**src/sv/ils_pkg.sv**
```systemverilog
`default_nettype none
// ----------------------------------------------------------------------------
// ils_pkg
// Shared types, codes and widths for the indexed list store.
// ----------------------------------------------------------------------------
package ils_pkg;

  localparam int OP_W         = 4;
  localparam int POS_W        = 9;
  localparam int WORD_W       = 32;
  localparam int STAT_W       = 2;
  localparam int LEN_W        = 9;
  localparam int DEF_CAPACITY = 256;

  typedef enum logic [OP_W-1:0] {
    OP_PUSH_BACK  = 4'd0,
    OP_PUSH_FRONT = 4'd1,
    OP_POP_BACK   = 4'd2,
    OP_POP_FRONT  = 4'd3,
    OP_INSERT     = 4'd4,
    OP_ERASE      = 4'd5,
    OP_REMOVE     = 4'd6,
    OP_CLEAR      = 4'd7,
    OP_READ       = 4'd8,
    OP_WRITE      = 4'd9,
    OP_MAX        = 4'd10,
    OP_MIN        = 4'd11
  } op_t;

  typedef enum logic [STAT_W-1:0] {
    ST_OK    = 2'd0,
    ST_FULL  = 2'd1,
    ST_EMPTY = 2'd2,
    ST_RANGE = 2'd3
  } status_t;

  typedef enum logic [2:0] {
    S_IDLE,
    S_CHECK,
    S_UP,
    S_DOWN,
    S_REMOVE,
    S_SCAN,
    S_READ,
    S_FINISH
  } state_t;

  typedef struct packed {
    state_t phase;
    op_t    op;
    logic   load;
    logic   load_out;
  } ils_cmd_t;

  typedef struct packed {
    status_t chk;
    logic    walk_done;
  } ils_stat_t;

endpackage
`default_nettype wire

```
**src/sv/ils_ctrl.sv**
```systemverilog
`default_nettype none
// ----------------------------------------------------------------------------
// ils_ctrl
// Request sequencer: check, walk over the entries, post the response.
// ----------------------------------------------------------------------------
module ils_ctrl
  import ils_pkg::*;
(
  input  logic            clk,
  input  logic            rst,
  input  logic            in_valid,
  output logic            in_ready,
  input  logic [OP_W-1:0] operation,
  output logic            out_valid,
  input  logic            out_ready,
  input  ils_stat_t       stat,
  output ils_cmd_t        cmd
);

  state_t state;
  state_t state_next;
  op_t    op_r;

  always_ff @(posedge clk) begin
    if (rst) begin
      state     <= S_IDLE;
      out_valid <= 1'b0;
    end else begin
      state <= state_next;
      if (cmd.load_out) begin
        out_valid <= 1'b1;
      end else if (out_ready) begin
        out_valid <= 1'b0;
      end
    end
  end

  always_ff @(posedge clk) begin
    if (state == S_IDLE && in_valid) begin
      op_r <= op_t'(operation);
    end
  end

  always_comb begin
    state_next   = state;
    cmd.phase    = state;
    cmd.op       = op_r;
    cmd.load     = 1'b0;
    cmd.load_out = 1'b0;
    in_ready     = (state == S_IDLE);
    case (state)
      S_IDLE: begin
        if (in_valid) begin
          cmd.load   = 1'b1;
          state_next = S_CHECK;
        end
      end
      S_CHECK: begin
        if (stat.chk != ST_OK) begin
          state_next = S_FINISH;
        end else begin
          case (op_r)
            OP_PUSH_BACK, OP_PUSH_FRONT, OP_INSERT: state_next = S_UP;
            OP_POP_BACK, OP_POP_FRONT, OP_ERASE:    state_next = S_DOWN;
            OP_REMOVE:                              state_next = S_REMOVE;
            OP_MAX, OP_MIN:                         state_next = S_SCAN;
            OP_READ:                                state_next = S_READ;
            default:                                state_next = S_FINISH;
          endcase
        end
      end
      S_UP, S_DOWN, S_REMOVE, S_SCAN: begin
        if (stat.walk_done) begin
          state_next = S_FINISH;
        end
      end
      S_READ: state_next = S_FINISH;
      S_FINISH: begin
        if (!out_valid || out_ready) begin
          cmd.load_out = 1'b1;
          state_next   = S_IDLE;
        end
      end
      default: state_next = S_IDLE;
    endcase
  end

endmodule
`default_nettype wire

```
**config.mk**
```make
export PLATFORM = sky130hd
export DESIGN_NAME = ils_ctrl
export DESIGN_NICKNAME = d
export VERILOG_FILES = /design/src/sv/ils_pkg.sv /design/src/sv/ils_ctrl.sv
export SDC_FILE = /design/constraint.sdc
export NUM_CORES = 1
export LEC_CHECK = 0
export BUFFER_PORTS_ARGS = -buffer_cell sky130_fd_sc_hd__buf_4
export CAP_MARGIN = 20
export CORE_MARGIN = 2
export CORE_UTILIZATION = 41
export CTS_CLUSTER_SIZE = 25
export DETAILED_ROUTE_END_ITERATION = 10
export GPL_TIMING_DRIVEN = 0
export HOLD_SLACK_MARGIN = 0.02
export MAX_ROUTING_LAYER = met4
export PLACE_DENSITY = 0.77
export SLEW_MARGIN = 20
export SYNTH_ARGS = -nofsm -noshare
export SYNTH_HDL_FRONTEND = slang
export SYNTH_SLANG_ARGS = --single-unit
```
**constraint.sdc**
```tcl
create_clock -name clk -period 1.8 [get_ports clk]
set_input_delay 0 -clock clk [delete_from_list [all_inputs] [get_ports clk]]
set_output_delay 0 -clock clk [all_outputs]
set_load 0.01 [all_outputs]
```
==> impl_metrics.csv, run 1 <==
group,metric,value,unit
clocking,clock_latency,270,ps
yosys,syn-cell-area,564.3,um^2
power_and_ir_drop,power.density,1689,nW/um^2
die,start_util,0.4337,
yosys,ys_types,26,
power_and_ir_drop,ir_drop,0.8026,mV
clocking,path_clk_slew,70,ps
placement,dp_cells,97,
die,dieArea,1689,um^2
critical_path,worstRegToRegCells,7,
yosys,syn_nets,73,
placement,portBuffers,21,
sta,slew_headroom,0.7622,
critical_path,arrival,1940,ps
yosys,yosysTopAreaCellShare,0.2483,
yosys,syn_avg_cell_area,9.251,um^2
clocking,root_buffer,"clkbuf_4",
power_and_ir_drop,power_leakage,0.3678,nW
critical_path,path_class,"flop to flop",
sta,skew,2.550,ps
placement,dp_hpwl,969,um
finish,multiInputGateArea,307.8,um^2
die,dieHeight,41.10,um
grt,grtUsageTotal,0.2132,
finish,synthToLayoutAreaGrowth,56.32,%
yosys,synth_seq_cells,11,
clocking,cts_tree,"built",
worst_hold_path,hold_class,"input port to flop",
drt,vias,600,
critical_path,crit_path_end,"state[0]",
critical_path,r2r_start,"state[1]",
sta,tightest_slew,353.4,ps
critical_path,cp-end-kind,"flop",
clocking,htreeDepth,1,
yosys,synth_top_area_cell,"dfxtp_1",
critical_path,r2r_end,"state[0]",
yosys,synthTopCellsByArea,"dfxtp_1, edfxtp_1, nor3_1",
sta,hold_viol,0,
sta,slew_violations,0,
critical_path,cp.required,2010,ps
placement,gp_congestion,0.7759,
placement,pre_cts_ws,-50.02,ps
critical_path,cp_max_fo,2,
sta,fmax,578.8,MHz
drt,avgRoutedWirePerCell,13.59,um
die,io_pins,22,
critical_path,crit_start,"state[1]",
finish,drive_gt1_frac,0.4362,
sta,period_share,0.9598,
drt,drt_wl_total,1.481,mm
grt,overflow,0,
die,coreArea,1301,um^2
run,cap_violations,0,
critical_path,start_kind,"flop",
yosys,synthCells,61,
sta,setup_viol,0,
yosys,synth-seq-area-share,0.4612,
drt,drc,0,
drt,drtIter0Drc,17,
drt,viasPerCell,5.505,
finish,antennaDiodeCount,0,
grt,grt_max_degree,9,
grt,first_global_vias,514,
finish,regArea,265.3,um^2
finish,fillers,101,
grt,antenna_found_initial,0,
critical_path,ff2ff_setup_slack,70,ps
clocking,cts_inserted_buffers,3,
finish,nets,107,
yosys,ys_warn_count,0,
drt,drtAntennaViolNets,0,
sta,min_period,1728,ps
sta,timing.final.ws_setup,72.38,ps
drt,dr.pass1.iters,4,
clocking,cts.sink_count,11,
grt,grt_pass1_wl,2.118,mm
die,die_x,41.10,um
run_status,outcome,"finished, final reports clean",
clocking,cts_buffer_depth,2,
die,rows,13,
finish,instances_no_fill,109,
-- critical path, cell delays in order (launching register included) --
cell	delay [ps]
dfxtp_2	340
buf_6	110
inv_4	30
ha_4	200
nor2b_4	120
a211o_1	240
or4_4	490
a21oi_2	140
-- per-layer routing --
| layer | global-route usage | share of wire | vias to the layer above |
|---|---|---|---|
| met4 | 0.1452 | 0.022 | 0 |
| met2 | 0.3750 | 0.53 | 22 |
| met3 | 0.03261 | 0.040 | 4 |
| met1 | 0.2140 | 0.40 | 274 |
| met5 | - | 0 | - |
| li1 | - | - | 300 |
-- worst min path at each step --
stage               from         to  slack, ps  cells past startpoint
2_1_floorplan        rst   state[1]         60                      1
3_3_place_gp         rst   state[2]        180                      2
3_5_place_dp         rst   state[0]        190                      2
4_1_cts        out_ready  out_valid         50                      4
5_1_grt        out_ready  out_valid         60                      4
6_report       out_ready  out_valid         50                      4
-- cells in the mapped netlist --
cell type,number
buf_6,1
a32oi_1,1
or4_1,1
a22oi_1,2
o21ai_0,2
dfxtp_1,7
nand2_1,3
edfxtp_1,4
nor2b_1,2
or3b_2,1
mux2i_1,1
inv_1,4
a211oi_1,1
mux2_2,1
o21a_1,1
nor3b_1,1
a211o_1,1
nor4_1,3
nand2b_1,1
and3_4,1
a21oi_1,4
o22ai_1,3
ha_1,1
nor2_1,6
or3_1,1
nor3_1,7
-- logic make-up (layout without fill, tap and decap cells) --
family,after synthesis,after routing,share of synthesized area
compound gates,15,15,0.1707
fa+ha+maj,1,1,0.02217
buf+inv,5,38,0.04655
flops,11,11,0.4612
mux,2,2,0.03769
simple gates,27,27,0.2617
-- power breakdown --
| part | internal, mW | switching, mW |
|---|---|---|
| combinational | 0.457 | 0.419 |
| sequential | 0.369 | 0.0762 |
| clock | 0.0823 | 0.0855 |
| total | 0.909 | 0.581 |
-- layout by cell type, fill, tap and decap left out, drive strengths merged --
cell / synthesis / final
a211o: 1 / 1
a211oi: 1 / 1
a21oi: 4 / 4
a22oi: 2 / 2
a32oi: 1 / 1
and3: 1 / 1
buf: 1 / 25
clkbuf: 0 / 3
clkinv: 0 / 1
dfxtp: 7 / 7
dlygate4sd3: 0 / 5
edfxtp: 4 / 4
ha: 1 / 1
inv: 4 / 4
mux2: 1 / 1
mux2i: 1 / 1
nand2: 3 / 3
nand2b: 1 / 1
nor2: 6 / 6
nor2b: 2 / 2
nor3: 7 / 7
nor3b: 1 / 1
nor4: 3 / 3
o21a: 1 / 1
o21ai: 2 / 2
o22ai: 3 / 3
or3: 1 / 1
or3b: 1 / 1
or4: 1 / 1
-- stage by stage --
| step | setup TNS (ps) | hold WS (ps) | power, mW | util | cell area, um^2 |
|---|---|---|---|---|---|
| after floorplan | 0 | 64.97 | 0.8783 | - | 574.3 |
| after CTS | 0 | 46.43 | 1.403 | 0.6654 | 865.8 |
| final | 0 | 45.29 | 1.489 | 0.6779 | 882.1 |
| after global routing | -1.488 | 59.51 | 1.606 | 0.6779 | 882.1 |
| after detailed placement | -50.02 | 187.3 | 1.121 | 0.5769 | 750.7 |
| after global placement | -38.07 | 184.0 | 1.106 | 0.5769 | 750.7 |
-- cell type report --
type | instances | area share
Clock buffer | 3 | 0.02553
Multi-Input combinational cell | 45 | 0.3489
Sequential cell | 11 | 0.3007
Timing Repair Buffer | 29 | 0.2652
Tap cell | 15 | 0.02128
Clock inverter | 1 | 0.005674
Inverter | 4 | 0.01986
Buffer | 1 | 0.01277
-- what timing repair did --
item                                    CTS  global route
pin swaps                                 4             3
buffers inserted                          3             0
resized for setup                         4             5
hold buffers                              5             0
cloned                                    0             0
hold endpoints to repair                 10             0
endpoints found under the setup margin    1             2
(Power assumes the default switching activity.)
==> run 2, diff against run 1 <==
--- a/config.mk
+++ b/config.mk
@@ -7,14 +7,15 @@
 export LEC_CHECK = 0
 export BUFFER_PORTS_ARGS = -buffer_cell sky130_fd_sc_hd__buf_4
 export CAP_MARGIN = 20
-export CORE_MARGIN = 2
-export CORE_UTILIZATION = 41
+export CORE_AREA = 2 2 39 41
+export CTS_BUF_LIST = sky130_fd_sc_hd__clkbuf_4 sky130_fd_sc_hd__clkbuf_8
 export CTS_CLUSTER_SIZE = 25
 export DETAILED_ROUTE_END_ITERATION = 10
+export DIE_AREA = 0 0 41 43
 export GPL_TIMING_DRIVEN = 0
 export HOLD_SLACK_MARGIN = 0.02
 export MAX_ROUTING_LAYER = met4
-export PLACE_DENSITY = 0.77
+export PLACE_DENSITY = 0.79
 export SLEW_MARGIN = 20
 export SYNTH_ARGS = -nofsm -noshare
 export SYNTH_HDL_FRONTEND = slang
==> impl_metrics.csv, run 2 (same netlist as run 1, synthesis figures left out) <==
group,metric,value,unit
clocking,path_clk_slew,70,ps
critical_path,worstRegToRegCells,7,
run_status,outcome,"finished, final reports clean",
finish,drive_gt1_frac,0.3830,
clocking,cts.sink_count,11,
sta,period_share,0.9671,
power_and_ir_drop,switching_power,526.0,uW
sta,min_period,1741,ps
critical_path,arrival,1950,ps
grt,overflow,0,
sta,hold_viol,0,
finish,final_common_cell,"buf_4",
die,rows,14,
placement,portBuffers,21,
sta,fin_setup_tns,0,ps
grt,grt_pass1_wl,2.325,mm
clocking,root_buffer,"clkbuf_4",
sta,fmax,574.5,MHz
die,start_util,0.4078,
grt,first_global_vias,582,
power_and_ir_drop,switching_share,0.3793,
placement,gp_congestion,0.7172,
finish,fin_area,860.8,um^2
finish,nets,107,
finish,regArea,265.3,um^2
drt,drtIter0Drc,2,
drt,avgRoutedWirePerCell,13.43,um
die,coreArea,1384,um^2
grt,antenna_found_initial,0,
critical_path,cp_num_buf_inv,2,
die,dieArea,1763,um^2
finish,mostFrequentLayoutCells,"buf_4, nor3_1, nor2_1, dfxtp_1, dlygate4sd3_1",
critical_path,crit_family,"simple AND/OR/NAND/NOR gates",
critical_path,cp_max_fo,2,
worst_hold_path,hold_class,"input port to flop",
clocking,cts_inserted_buffers,3,
drt,drtAntennaViolNets,0,
critical_path,path_class,"flop to flop",
critical_path,cp-end-kind,"flop",
drt,drt_wl_total,1.477,mm
power_and_ir_drop,combPwrFrac,0.551,
finish,synthToLayoutAreaGrowth,52.55,%
grt,grtUsageTotal,0.2077,
drt,dr.pass1.iters,2,
sta,slew_headroom,0.7597,
placement,pre_cts_ws,-55.66,ps
worst_hold_path,hold_start,"out_ready",
drt,drc,0,
drt,viasPerCell,5.400,
worst_hold_path,hold_end,"out_valid",
power_and_ir_drop,pwr-share-seq,0.319,
power_and_ir_drop,p_total,1.387,mW
die,io_pins,22,
sta,skew,0.2520,ps
die,dieHeight,43,um
sta,slew_violations,0,
finish,finalCoreUtilization,0.6221,
critical_path,ff2ff_setup_slack,60,ps
sta,rsz0062_at_grt,"no",
power_and_ir_drop,ir_drop,0.6603,mV
clocking,cts_buffer_depth,2,
critical_path,r2r_start,"state[1]",
power_and_ir_drop,power_leakage,0.3658,nW
grt,grt_max_degree,9,
sta,tightest_slew,357.2,ps
critical_path,cp.required,2010,ps
clocking,clock_latency,260,ps
placement,place_area,752.0,um^2
sta,timing.final.ws_setup,59.26,ps
critical_path,r2r_end,"state[0]",
power_and_ir_drop,power_frac_clock,0.129,
worst_hold_path,holdPathStages,4,
sta,setup_viol,0,
finish,fillers,125,
critical_path,crit_slowest_cell,"or4_1",
clocking,htreeDepth,1,
finish,antennaDiodeCount,0,
critical_path,path_cells,"buf_6, inv_1, ha_1, nor2b_4, a211o_1, or4_1, a21oi_2",
power_and_ir_drop,power.density,1611,nW/um^2
placement,dp_hpwl,1.032,mm
finish,multiInputGateArea,289.0,um^2
critical_path,crit_path_max_incr_delay,420,ps
run,cap_violations,0,
critical_path,start_kind,"flop",
power_and_ir_drop,p_int,860.8,uW
die,die_x,41,um
drt,vias,594,
clocking,cts_tree,"built",
## run 2: power groups by stage
stage	clock (mW)	combinational, mW	sequential (mW)
after detailed placement	0	0.665	0.461
after global placement	0	0.647	0.456
after floorplan	0	0.410	0.469
final	0.180	0.765	0.442
after global routing	0.199	0.833	0.458
after CTS	0.186	0.750	0.441
## run 2: through the flow
step	hold WS, ps	instances
after floorplan	64.97	61
after global placement	188.7	98
after detailed placement	191.7	98
after CTS	56.93	110
after global routing	107.4	110
final	57.59	110
## run 2: what timing repair did
item / in CTS / in global routing
pin swaps: 3 / 0
resized for setup: 1 / 1
hold buffers: 5 / 0
hold endpoints to repair: 9 / 0
setup buffers: 3 / 0
gates cloned: 0 / 0
endpoints found under the setup margin: 1 / 1
## run 2: worst max-delay path by stage
stage                        start        to  slack [ps]  depth (start not counted)
after floorplan           state[1]  state[0]           1                          7
after global placement    state[1]  state[0]         -40                          7
after detailed placement  state[2]  state[0]         -60                          6
after CTS                 state[1]  state[0]          60                          7
after global routing      state[1]  state[0]           9                          7
final                     state[1]  state[0]          60                          7
## run 2: layout make-up
class,instances,area share
plain buffers,1,0.01308
clock buffers,4,0.03488
inverters,4,0.01744
multi-input cells,45,0.3358
flip-flops and latches,11,0.3081
well taps,16,0.02326
repair buffers,29,0.2674
## run 2: per-layer routing
| layer | vias up | wire length [um] | GRT usage |
|---|---|---|---|
| met3 | 4 | 85 | 0.04712 |
| met1 | 272 | 555 | 0.1954 |
| li1 | 297 | - | - |
| met4 | 0 | 31 | 0.1000 |
| met5 | - | 0 | - |
| met2 | 21 | 805 | 0.3656 |
## run 2: worst register-to-register path: stages (launching register included)
cell	delay [ps]
dfxtp_2	330
buf_6	90
inv_1	30
ha_1	280
nor2b_4	130
a211o_1	270
or4_1	420
a21oi_2	120
==> run 3, diff against run 2 <==
--- a/config.mk
+++ b/config.mk
@@ -7,15 +7,14 @@
 export LEC_CHECK = 0
 export BUFFER_PORTS_ARGS = -buffer_cell sky130_fd_sc_hd__buf_4
 export CAP_MARGIN = 20
-export CORE_AREA = 2 2 39 41
-export CTS_BUF_LIST = sky130_fd_sc_hd__clkbuf_4 sky130_fd_sc_hd__clkbuf_8
+export CORE_MARGIN = 5
+export CORE_UTILIZATION = 41
 export CTS_CLUSTER_SIZE = 25
 export DETAILED_ROUTE_END_ITERATION = 10
-export DIE_AREA = 0 0 41 43
 export GPL_TIMING_DRIVEN = 0
 export HOLD_SLACK_MARGIN = 0.02
 export MAX_ROUTING_LAYER = met4
-export PLACE_DENSITY = 0.79
+export PLACE_DENSITY = 0.77
 export SLEW_MARGIN = 20
 export SYNTH_ARGS = -nofsm -noshare
 export SYNTH_HDL_FRONTEND = slang
==> impl_metrics.csv, run 3 (same netlist as run 1, synthesis figures left out) <==
group,metric,value,unit
grt,first_global_vias,504,
placement,portBuffers,21,
grt,grtUsageTotal,0.1523,
sta,setup_viol,0,
clocking,cts_buffer_depth,2,
finish,antennaDiodeCount,0,
die,start_util,0.4337,
drt,drtIter0Drc,12,
run_status,outcome,"finished, final reports clean",
finish,mostFrequentLayoutCells,"buf_4, nor3_1, nor2_1, dfxtp_1, dlygate4sd3_1",
drt,viasPerCell,5.266,
finish,fillers,114,
critical_path,cp-end-kind,"flop",
run,cap_violations,0,
critical_path,cp.required,2010,ps
critical_path,crit_start,"state[1]",
placement,dp_hpwl,947.7,um
finish,multiInputGateArea,292.8,um^2
critical_path,start_kind,"flop",
grt,grt_max_degree,10,
worst_hold_path,hold_start,"out_ready",
drt,drtAntennaViolNets,0,
critical_path,r2r_start,"state[1]",
die,dieArea,2218,um^2
drt,drt_wl_total,1.397,mm
clocking,clock_latency,270,ps
drt,avgRoutedWirePerCell,12.82,um
worst_hold_path,hold_class,"input port to flop",
finish,finalCoreUtilization,0.6596,
power_and_ir_drop,ir_drop,1.061,mV
power_and_ir_drop,power.density,1647,nW/um^2
sta,slew_headroom,0.7764,
die,io_pins,22,
critical_path,arrival,1930,ps
finish,synthToLayoutAreaGrowth,52.11,%
die,die_x,47.10,um
sta,period_share,0.9583,
finish,drive_gt1_frac,0.3936,
sta,fin_setup_tns,0,ps
finish,regArea,267.8,um^2
finish,nets,107,
critical_path,cp_max_fo,2,
grt,grt_pass1_wl,2.173,mm
sta,fmax,579.7,MHz
clocking,path_clk_slew,60,ps
drt,vias,574,
die,rows,13,
sta,slew_violations,0,
clocking,htreeDepth,1,
clocking,cts_inserted_buffers,3,
finish,final_common_cell,"buf_4",
critical_path,path_class,"flop to flop",
clocking,cts.sink_count,11,
sta,min_period,1725,ps
sta,hold_viol,0,
sta,tightest_slew,332.4,ps
placement,gp_congestion,0.8098,
clocking,cts_tree,"built",
drt,dr.pass1.iters,3,
sta,skew,4.824,ps
drt,drc,0,
die,dieHeight,47.10,um
power_and_ir_drop,power_leakage,0.3611,nW
grt,overflow,0,
clocking,root_buffer,"clkbuf_4",
die,coreArea,1301,um^2
grt,antenna_found_initial,0,
## run 3: cell counts in the layout (fill, tap and decap cells not counted)
Identical to the previous run, type by type.
## run 3: where the power goes
group | internal [mW] | total, mW | leakage (nW) | switching (mW)
sequential | 0.373 | 0.445 | 0.0971 | 0.0720
combinational | 0.416 | 0.803 | 0.249 | 0.387
clock | 0.0859 | 0.166 | 0.0150 | 0.0801
total | 0.875 | 1.41 | 0.361 | 0.539
## run 3: path summary, 6_finish.rpt
path,end,slack (ps),cells after the start
setup / recovery,state[0],70,6
hold / removal,out_valid,80,4
setup reg to reg,state[0],70,6
hold reg to reg,flop,560,2
## run 3: repair_timing
action / 4_1_cts / 5_1_grt
endpoints found under the hold margin: 10 / 0
pin swaps: 3 / 3
hold buffers: 5 / 0
buffers inserted: 3 / 1
gates resized for setup: 2 / 3
endpoints found under the setup margin: 1 / 1
## run 3: layout make-up
| cell class | instances | area share |
|---|---|---|
| multi-input combinational | 45 | 0.3411 |
| sequential | 11 | 0.3120 |
| timing repair buffer | 30 | 0.2770 |
| clock buffer | 4 | 0.03061 |
| tap | 15 | 0.02187 |
| inverter | 4 | 0.01749 |
## run 3: per-stage QoR
step	area [um^2]	worst slack, ps	cells	hold WS, ps	power [mW]
after floorplan	574.3	1.154	61	64.97	0.8783
after global placement	750.7	-40.74	97	183.4	1.112
after detailed placement	750.7	-58.72	97	187.5	1.125
after CTS	843.3	2.975	108	51.03	1.352
after global routing	858.3	-3.587	109	103.1	1.532
final	858.3	74.99	109	75.61	1.414
## run 3: routing by layer
metal,part of all wire,track usage,wire [um],vias up
li1,-,-,-,297
met1,0.44,0.1977,620,251
met2,0.44,0.2005,619,19
met3,0.066,0.02299,92,7
met4,0.047,0.1326,65,0
met5,0,-,0,-
## run 3: worst max-delay path, cell delays in order (launching register included)
cell and delay (ps):
dfxtp_4 350, inv_1 40, ha_1 280, nor2b_4 130, a211o_1 250, or4_4 490, a21oi_2 130
